$ cat config.mk
export PLATFORM = sky130hd
export DESIGN_NAME = decimal_text_to_float
export DESIGN_NICKNAME = d
export VERILOG_FILES = /design/src/dttf_pkg.sv /design/src/decimal_text_to_float.sv /design/src/dttf_fmul.sv
export SDC_FILE = /design/constraint.sdc
export NUM_CORES = 2
export LEC_CHECK = 0
export BUFFER_PORTS_ARGS = -buffer_cell sky130_fd_sc_hd__buf_4
export CAP_MARGIN = 15
export CORE_MARGIN = 2
export CORE_UTILIZATION = 59
export CTS_CLUSTER_SIZE = 8
export DETAILED_ROUTE_END_ITERATION = 10
export PLACE_DENSITY = 0.79
export SKIP_LAST_GASP = 1
export SYNTH_ARGS = -nofsm -noshare
export SYNTH_HDL_FRONTEND = slang
export SYNTH_SLANG_ARGS = --single-unit
$ cat constraint.sdc
create_clock -name aclk -period 7.65 [get_ports aclk]
set_clock_uncertainty 0.15 [all_clocks]
set_input_delay 0.765 -clock aclk [delete_from_list [all_inputs] [get_ports aclk]]
set_output_delay 0.765 -clock aclk [all_outputs]
set_load 0.01 [all_outputs]
$ cat src/dttf_pkg.sv
`default_nettype none
package dttf_pkg;

    localparam int MAX_DIGITS_DEF = 8;

    // ASCII codes
    localparam logic [7:0] CH_MINUS = 8'h2D;
    localparam logic [7:0] CH_PLUS  = 8'h2B;
    localparam logic [7:0] CH_POINT = 8'h2E;
    localparam logic [7:0] CH_ZERO  = 8'h30;

    // single precision scale constants
    localparam logic [31:0] F_CENTI = 32'h3C23D70A;  // 0.01f
    localparam logic [31:0] F_DECI  = 32'h3DCCCCCD;  // 0.1f
    localparam logic [31:0] F_TEN   = 32'h41200000;  // 10.0f
    localparam logic [30:0] F_INF   = {8'hFF, 23'd0};

    typedef enum logic [2:0] {
        S_IDLE,
        S_NORM,
        S_IRND,
        S_SCALE,
        S_MUL,
        S_MRND,
        S_DONE
    } state_t;

    // round to nearest even and pack exponent/fraction, overflow to infinity
    function automatic logic [30:0] rne_pack(input logic signed [9:0] e10,
                                             input logic [23:0] m,
                                             input logic g, input logic s);
        logic inc;
        logic [24:0] m25;
        logic signed [9:0] e;
        logic [22:0] frac;
        inc  = g & (s | m[0]);
        m25  = {1'b0, m} + {24'd0, inc};
        e    = e10 + {9'd0, m25[24]};
        frac = m25[24] ? m25[23:1] : m25[22:0];
        if (e >= 10'sd255) begin
            rne_pack = F_INF;
        end else begin
            rne_pack = {e[7:0], frac};
        end
    endfunction

endpackage
`default_nettype wire

$ cat src/decimal_text_to_float.sv
// A character that does not end a number only updates the parse registers.
// A terminator of a nonzero number starts the shift-by-one normalizer, then the
// integer rounding and the multiplications by the shared multiplier (up to 127
// for large exponents), then the result goes to the output register.
// Throughput: one character per cycle while parsing; none during conversion.
// Reset: synchronous active-low aresetn clears all parse and control state.
`default_nettype none
module decimal_text_to_float #(
    parameter int MAX_DIGITS = dttf_pkg::MAX_DIGITS_DEF
) (
    input  wire logic        aclk,
    input  wire logic        aresetn,
    input  wire logic        s_tvalid,
    output logic             s_tready,
    input  wire logic [7:0]  s_tdata,   // character
    output logic             m_tvalid,
    input  wire logic        m_tready,
    output logic      [47:0] m_tdata    // valid_res, value_bits[31:0], chars_used[7:0], 0
);
    import dttf_pkg::*;

    localparam int MW = $clog2(10 ** MAX_DIGITS);

    state_t state_reg, state_next;

    // parse state
    logic          neg_reg, neg_next;
    logic          past_reg, past_next;
    logic          point_reg, point_next;
    logic [7:0]    dc_reg, dc_next;
    logic [MW-1:0] mant_reg, mant_next;
    logic signed [7:0] dexp_reg, dexp_next;
    logic [7:0]    cc_reg, cc_next;

    // conversion state
    logic          cneg_reg, cvalid_reg;
    logic [7:0]    cchars_reg;
    logic [31:0]   nrm_reg;
    logic [7:0]    ie_reg;
    logic signed [7:0] e_reg;
    logic [30:0]   acc_reg;
    logic [30:0]   cst_reg;

    // output register
    logic          mv_reg;
    logic [47:0]   md_reg;

    logic [7:0] d;
    logic is_dig, acc_in, term;
    logic [30:0] mul_res;

    dttf_fmul u_fmul (
        .aclk (aclk),
        .load (state_reg == S_MUL),
        .a    (acc_reg),
        .b    (cst_reg),
        .res  (mul_res)
    );

    assign s_tready = (state_reg == S_IDLE);
    assign acc_in   = s_tvalid && s_tready;
    assign m_tvalid = mv_reg;
    assign m_tdata  = md_reg;

    // character decode
    always_comb begin
        d      = s_tdata - CH_ZERO;
        is_dig = (d <= 8'd9);
        term   = 1'b0;
        neg_next = neg_reg; past_next = past_reg; point_next = point_reg;
        dc_next = dc_reg; mant_next = mant_reg; dexp_next = dexp_reg;
        cc_next = cc_reg;
        if (!past_reg && (s_tdata == CH_MINUS || s_tdata == CH_PLUS)) begin
            past_next = 1'b1;
            neg_next  = (s_tdata == CH_MINUS);
            cc_next   = (cc_reg == 8'hFF) ? cc_reg : cc_reg + 8'd1;
        end else if (is_dig) begin
            past_next = 1'b1;
            dc_next   = (dc_reg == 8'hFF) ? dc_reg : dc_reg + 8'd1;
            if (dc_next <= 8'(MAX_DIGITS)) begin
                if (point_reg) begin
                    dexp_next = dexp_reg - 8'sd1;
                end
                mant_next = (mant_reg << 3) + (mant_reg << 1) + MW'(d);
            end else if (!point_reg && dexp_reg < 8'sd127) begin
                dexp_next = dexp_reg + 8'sd1;
            end
            cc_next = (cc_reg == 8'hFF) ? cc_reg : cc_reg + 8'd1;
        end else if (s_tdata == CH_POINT && !point_reg) begin
            past_next  = 1'b1;
            point_next = 1'b1;
            cc_next    = (cc_reg == 8'hFF) ? cc_reg : cc_reg + 8'd1;
        end else begin
            term = 1'b1;
        end
    end

    // parse registers
    always_ff @(posedge aclk) begin
        if (!aresetn || (acc_in && term)) begin
            neg_reg <= 1'b0; past_reg <= 1'b0; point_reg <= 1'b0;
            dc_reg <= '0; mant_reg <= '0; dexp_reg <= '0; cc_reg <= '0;
        end else if (acc_in) begin
            neg_reg <= neg_next; past_reg <= past_next; point_reg <= point_next;
            dc_reg <= dc_next; mant_reg <= mant_next; dexp_reg <= dexp_next;
            cc_reg <= cc_next;
        end
    end

    // next state
    always_comb begin
        state_next = state_reg;
        unique case (state_reg)
            S_IDLE: begin
                if (acc_in && term) begin
                    state_next = (dc_reg == 8'd0 || mant_reg == '0) ? S_DONE : S_NORM;
                end
            end
            S_NORM:  state_next = nrm_reg[31] ? S_IRND : S_NORM;
            S_IRND:  state_next = S_SCALE;
            S_SCALE: state_next = (e_reg == 8'sd0) ? S_DONE : S_MUL;
            S_MUL:   state_next = S_MRND;
            S_MRND:  state_next = S_SCALE;
            S_DONE:  state_next = (!mv_reg || m_tready) ? S_IDLE : S_DONE;
            default: state_next = S_IDLE;
        endcase
    end

    always_ff @(posedge aclk) begin
        if (!aresetn) begin
            state_reg <= S_IDLE;
        end else begin
            state_reg <= state_next;
        end
    end

    // conversion datapath
    always_ff @(posedge aclk) begin
        unique case (state_reg)
            S_IDLE: begin
                if (acc_in && term) begin
                    cneg_reg   <= neg_reg;
                    cvalid_reg <= (dc_reg != 8'd0);
                    cchars_reg <= cc_reg;
                    nrm_reg    <= 32'(mant_reg);
                    ie_reg     <= 8'd158;
                    e_reg      <= dexp_reg;
                    acc_reg    <= '0;
                end
            end
            S_NORM: begin
                if (!nrm_reg[31]) begin
                    nrm_reg <= nrm_reg << 1;
                    ie_reg  <= ie_reg - 8'd1;
                end
            end
            S_IRND: begin
                acc_reg <= rne_pack($signed({2'b0, ie_reg}), nrm_reg[31:8],
                                    nrm_reg[7], |nrm_reg[6:0]);
            end
            S_SCALE: begin
                if (e_reg <= -8'sd2) begin
                    cst_reg <= F_CENTI[30:0];
                    e_reg   <= e_reg + 8'sd2;
                end else if (e_reg < 8'sd0) begin
                    cst_reg <= F_DECI[30:0];
                    e_reg   <= 8'sd0;
                end else if (e_reg > 8'sd0) begin
                    cst_reg <= F_TEN[30:0];
                    e_reg   <= e_reg - 8'sd1;
                end
            end
            S_MUL:  ;
            S_MRND: acc_reg <= mul_res;
            S_DONE: ;
            default: ;
        endcase
    end

    // output register
    always_ff @(posedge aclk) begin
        if (!aresetn) begin
            mv_reg <= 1'b0;
        end else if (state_reg == S_DONE && (!mv_reg || m_tready)) begin
            mv_reg <= 1'b1;
        end else if (m_tready) begin
            mv_reg <= 1'b0;
        end
    end

    always_ff @(posedge aclk) begin
        if (state_reg == S_DONE && (!mv_reg || m_tready)) begin
            md_reg <= {7'd0, cchars_reg,
                       cvalid_reg ? {cneg_reg, acc_reg} : 32'd0, cvalid_reg};
        end
    end

endmodule
`default_nettype wire

$ cat src/dttf_fmul.sv
`default_nettype none
// single precision multiply of positive normal operands, product registered,
// normalize and round on the next cycle
module dttf_fmul (
    input  wire logic        aclk,
    input  wire logic        load,
    input  wire logic [30:0] a,
    input  wire logic [30:0] b,
    output logic      [30:0] res
);
    import dttf_pkg::*;

    logic [47:0] prod_reg;
    logic signed [9:0] esum_reg;
    logic inf_reg;
    logic signed [9:0] e10;

    // significand product
    always_ff @(posedge aclk) begin
        if (load) begin
            prod_reg <= {1'b1, a[22:0]} * {1'b1, b[22:0]};
            esum_reg <= $signed({2'b0, a[30:23]}) + $signed({2'b0, b[30:23]})
                        - 10'sd127;
            inf_reg  <= (a[30:23] == 8'hFF);
        end
    end

    // normalize and round
    always_comb begin
        e10 = esum_reg + {9'd0, prod_reg[47]};
        if (inf_reg) begin
            res = F_INF;
        end else if (prod_reg[47]) begin
            res = rne_pack(e10, prod_reg[47:24], prod_reg[23], |prod_reg[22:0]);
        end else begin
            res = rne_pack(e10, prod_reg[46:23], prod_reg[22], |prod_reg[21:0]);
        end
    end

endmodule
`default_nettype wire

==> reports/metrics.yaml <==
hold_start: "cchars_reg[7]"
synthCells: 3173
max_freq_mhz: 133
critPathRequiredTime_ps: 7800
grt_pass1_vias: 24200
drive_gt1_share_pct: 11.0
ios: 62
timing.final.crit_share_pct: 98.2
maxCapViolCount: 0
nets: 4045
h-tree-depth: 2
grt_max_degree: 60
largest_register_ffs: 48
synth_cell_types: 85
wire_per_inst_um: 20.7
postLayoutCoreUtil_pct: 66.9
path_clk_slew_ps: 50
crit_arrival_ps: 7660
synth_ff_type: "edfxtp_1"
antenna_found_initial: 1
cp-start-kind: "register"
drv_slew: 0
ys_seq_elements: 253
rows: 82
core_area_um2: 50400
grt_pass1_wl_mm: 133
slew_headroom_pct: 23.6
drt_wl_total_mm: 83.4
rr_startpoint: "cst_reg[23]"
die_h_um: 230
whs_endpoint: "m_tdata[40]"
worst-path-max-fanout: 13
synth_edf_count: 195
drc: 0
cts_tree: "built"
synth_warnings: 0
cts_inserted_buffers: 38
crit_type: "register to register"
num-fill-cells: 3892
worst_r2r_path_depth: 26
tightest_slew_ps: 1140
r2r_end: "u_fmul.prod_reg[31]"
postCtsHoldBufs: 0
hold_path_class: "register to register"
track_usage_pct: 32.2
vias_per_cell: 5.74
synth.avg_cell_area_um2: 9.53
dpl.hpwl_mm: 68.2
area_growth_pct: 11.5
r2r_slack_ps: 140
async_flop_share_pct: 0
setup_violations: 0
start_util_pct: 60.0
dr.pass1.iters: 9
hold_viol: 0
die_w_um: 230
period_minus_slack_ps: 7510
grt_remaining_overflow: 0
place.gp.congestion: 1.02
clock_sinks: 253
syn_area_um2: 30200
status: "finished, final reports clean"
clk_path_buf_depth: 3
endpoint_kind: "register"
drtIter0Drc: 1745
dieArea_um2: 53100
clk_latency_ps: 580
min_path_cells: 0
antenna_left: 0
rsz0062_at_grt: "yes"
io_buffers: 54
root_buffer: "clkbuf_16"
ys_seq_area_share_pct: 23.2
via_count: 23100
-- logic make-up (layout without fill, tap and decap cells) --
| family | Yosys count | after routing | synth area share, % |
|---|---|---|---|
| other | 1 | 8 | 0.0124 |
| AOI/OAI and AO/OA | 474 | 474 | 10.2 |
| and+or+nand+nor | 792 | 792 | 12.7 |
| muxes | 13 | 13 | 0.443 |
| adders and majority gates | 700 | 700 | 37.9 |
| buffers and inverters | 719 | 894 | 9.12 |
| DFF | 253 | 253 | 23.2 |
| xor gates and xnor gates | 221 | 221 | 6.40 |
-- per-stage QoR --
step / hold WS, ps / setup WS (ps) / TNS (ps) / std cells / area, um2
CTS: 267 / 23.8 / 0 / 4007 / 33300
global route: 277 / -77.9 / -219 / 4026 / 33700
floorplan: 250 / 84.6 / 0 / 3179 / 30300
detailed placement: 255 / 93.4 / 0 / 3946 / 32200
finish: 262 / 139 / 0 / 4027 / 33700
global placement: 255 / 146 / 0 / 3946 / 32200
-- synth_stat cells, drive strengths merged (45+ instances only) --
master    n  area, um2
inv     625       2350
nand2   289       1080
nand3    63        315
edfxtp  195       5860
a21oi   140        708
a21o     45        339
nor2    137        517
o21ai    99        499
fa      359       7190
xor2     92        806
clkbuf   69        262
dfxtp    58       1160
xnor2   129       1130
and2     91        569
ha      341       4270
-- area by class of cell --
class	instances	area (um2)	share of cell area, %
multi-input cells	2207	20700	61.5
flip-flops and latches	253	7020	20.8
inverters	625	2360	7.01
repair buffers	208	1640	4.85
clock buffers	56	1020	3.02
well taps	672	841	2.49
clock inverters	5	115	0.341
diodes	1	2.50	0.00742
-- cell usage in the layout (no fill, tap or decap), types with 63 or more instances in the layout --
master      n
edfxtp_1  195
ha_1      336
o21ai_0    95
and2_1     86
inv_1     611
nand3_1    63
xor2_1     92
nor2_1    133
buf_4     200
xnor2_1   129
a21oi_1   131
nand2_1   277
fa_1      353
-- what timing repair did --
item	4_1_cts	5_1_grt
setup endpoints to repair	0	18
gates resized for setup	0	67
setup buffers	0	16
endpoints found under the hold margin	0	0
-- critical path: stages (launching register included) --
cell       delay, ps
edfxtp_1         420
buf_12           180
buf_8            160
nand2_4           90
fa_1             550
inv_1             60
fa_1             500
inv_1             60
fa_1             510
fa_1             540
inv_1             60
fa_1             470
fa_1             560
inv_1             60
fa_1             540
inv_1             50
ha_1             320
a21o_1           190
a21o_1           170
a22o_1           250
o311a_4          330
a2111oi_4        180
buf_4            200
o21bai_1          80
a21oi_2          180
mux2i_1          230
o2111ai_1        150
-- routing by layer --
layer / GRT usage (%) / part of all wire [%] / vias to the layer above
met5: 0 / 0.013 / -
met4: 13.2 / 4.4 / 2
met3: 5.78 / 7.1 / 235
met2: 54.9 / 49 / 832
met1: 40.4 / 39 / 11300
li1: - / - / 10700
-- worst max-delay path by stage --
stage                startpoint                   to  slack [ps]  depth (start not counted)
floorplan           cst_reg[23]  u_fmul.prod_reg[41]          80                         26
global placement    cst_reg[23]  u_fmul.prod_reg[44]         150                         28
detailed placement   acc_reg[8]  u_fmul.prod_reg[44]          90                         28
CTS                  acc_reg[8]  u_fmul.prod_reg[44]          20                         28
global route         acc_reg[7]  u_fmul.prod_reg[39]         -80                         27
finish              cst_reg[23]  u_fmul.prod_reg[31]         140                         26
Power is not shown: default switching activity piles up to over one toggle a cycle in this logic, so the estimate is an artifact.
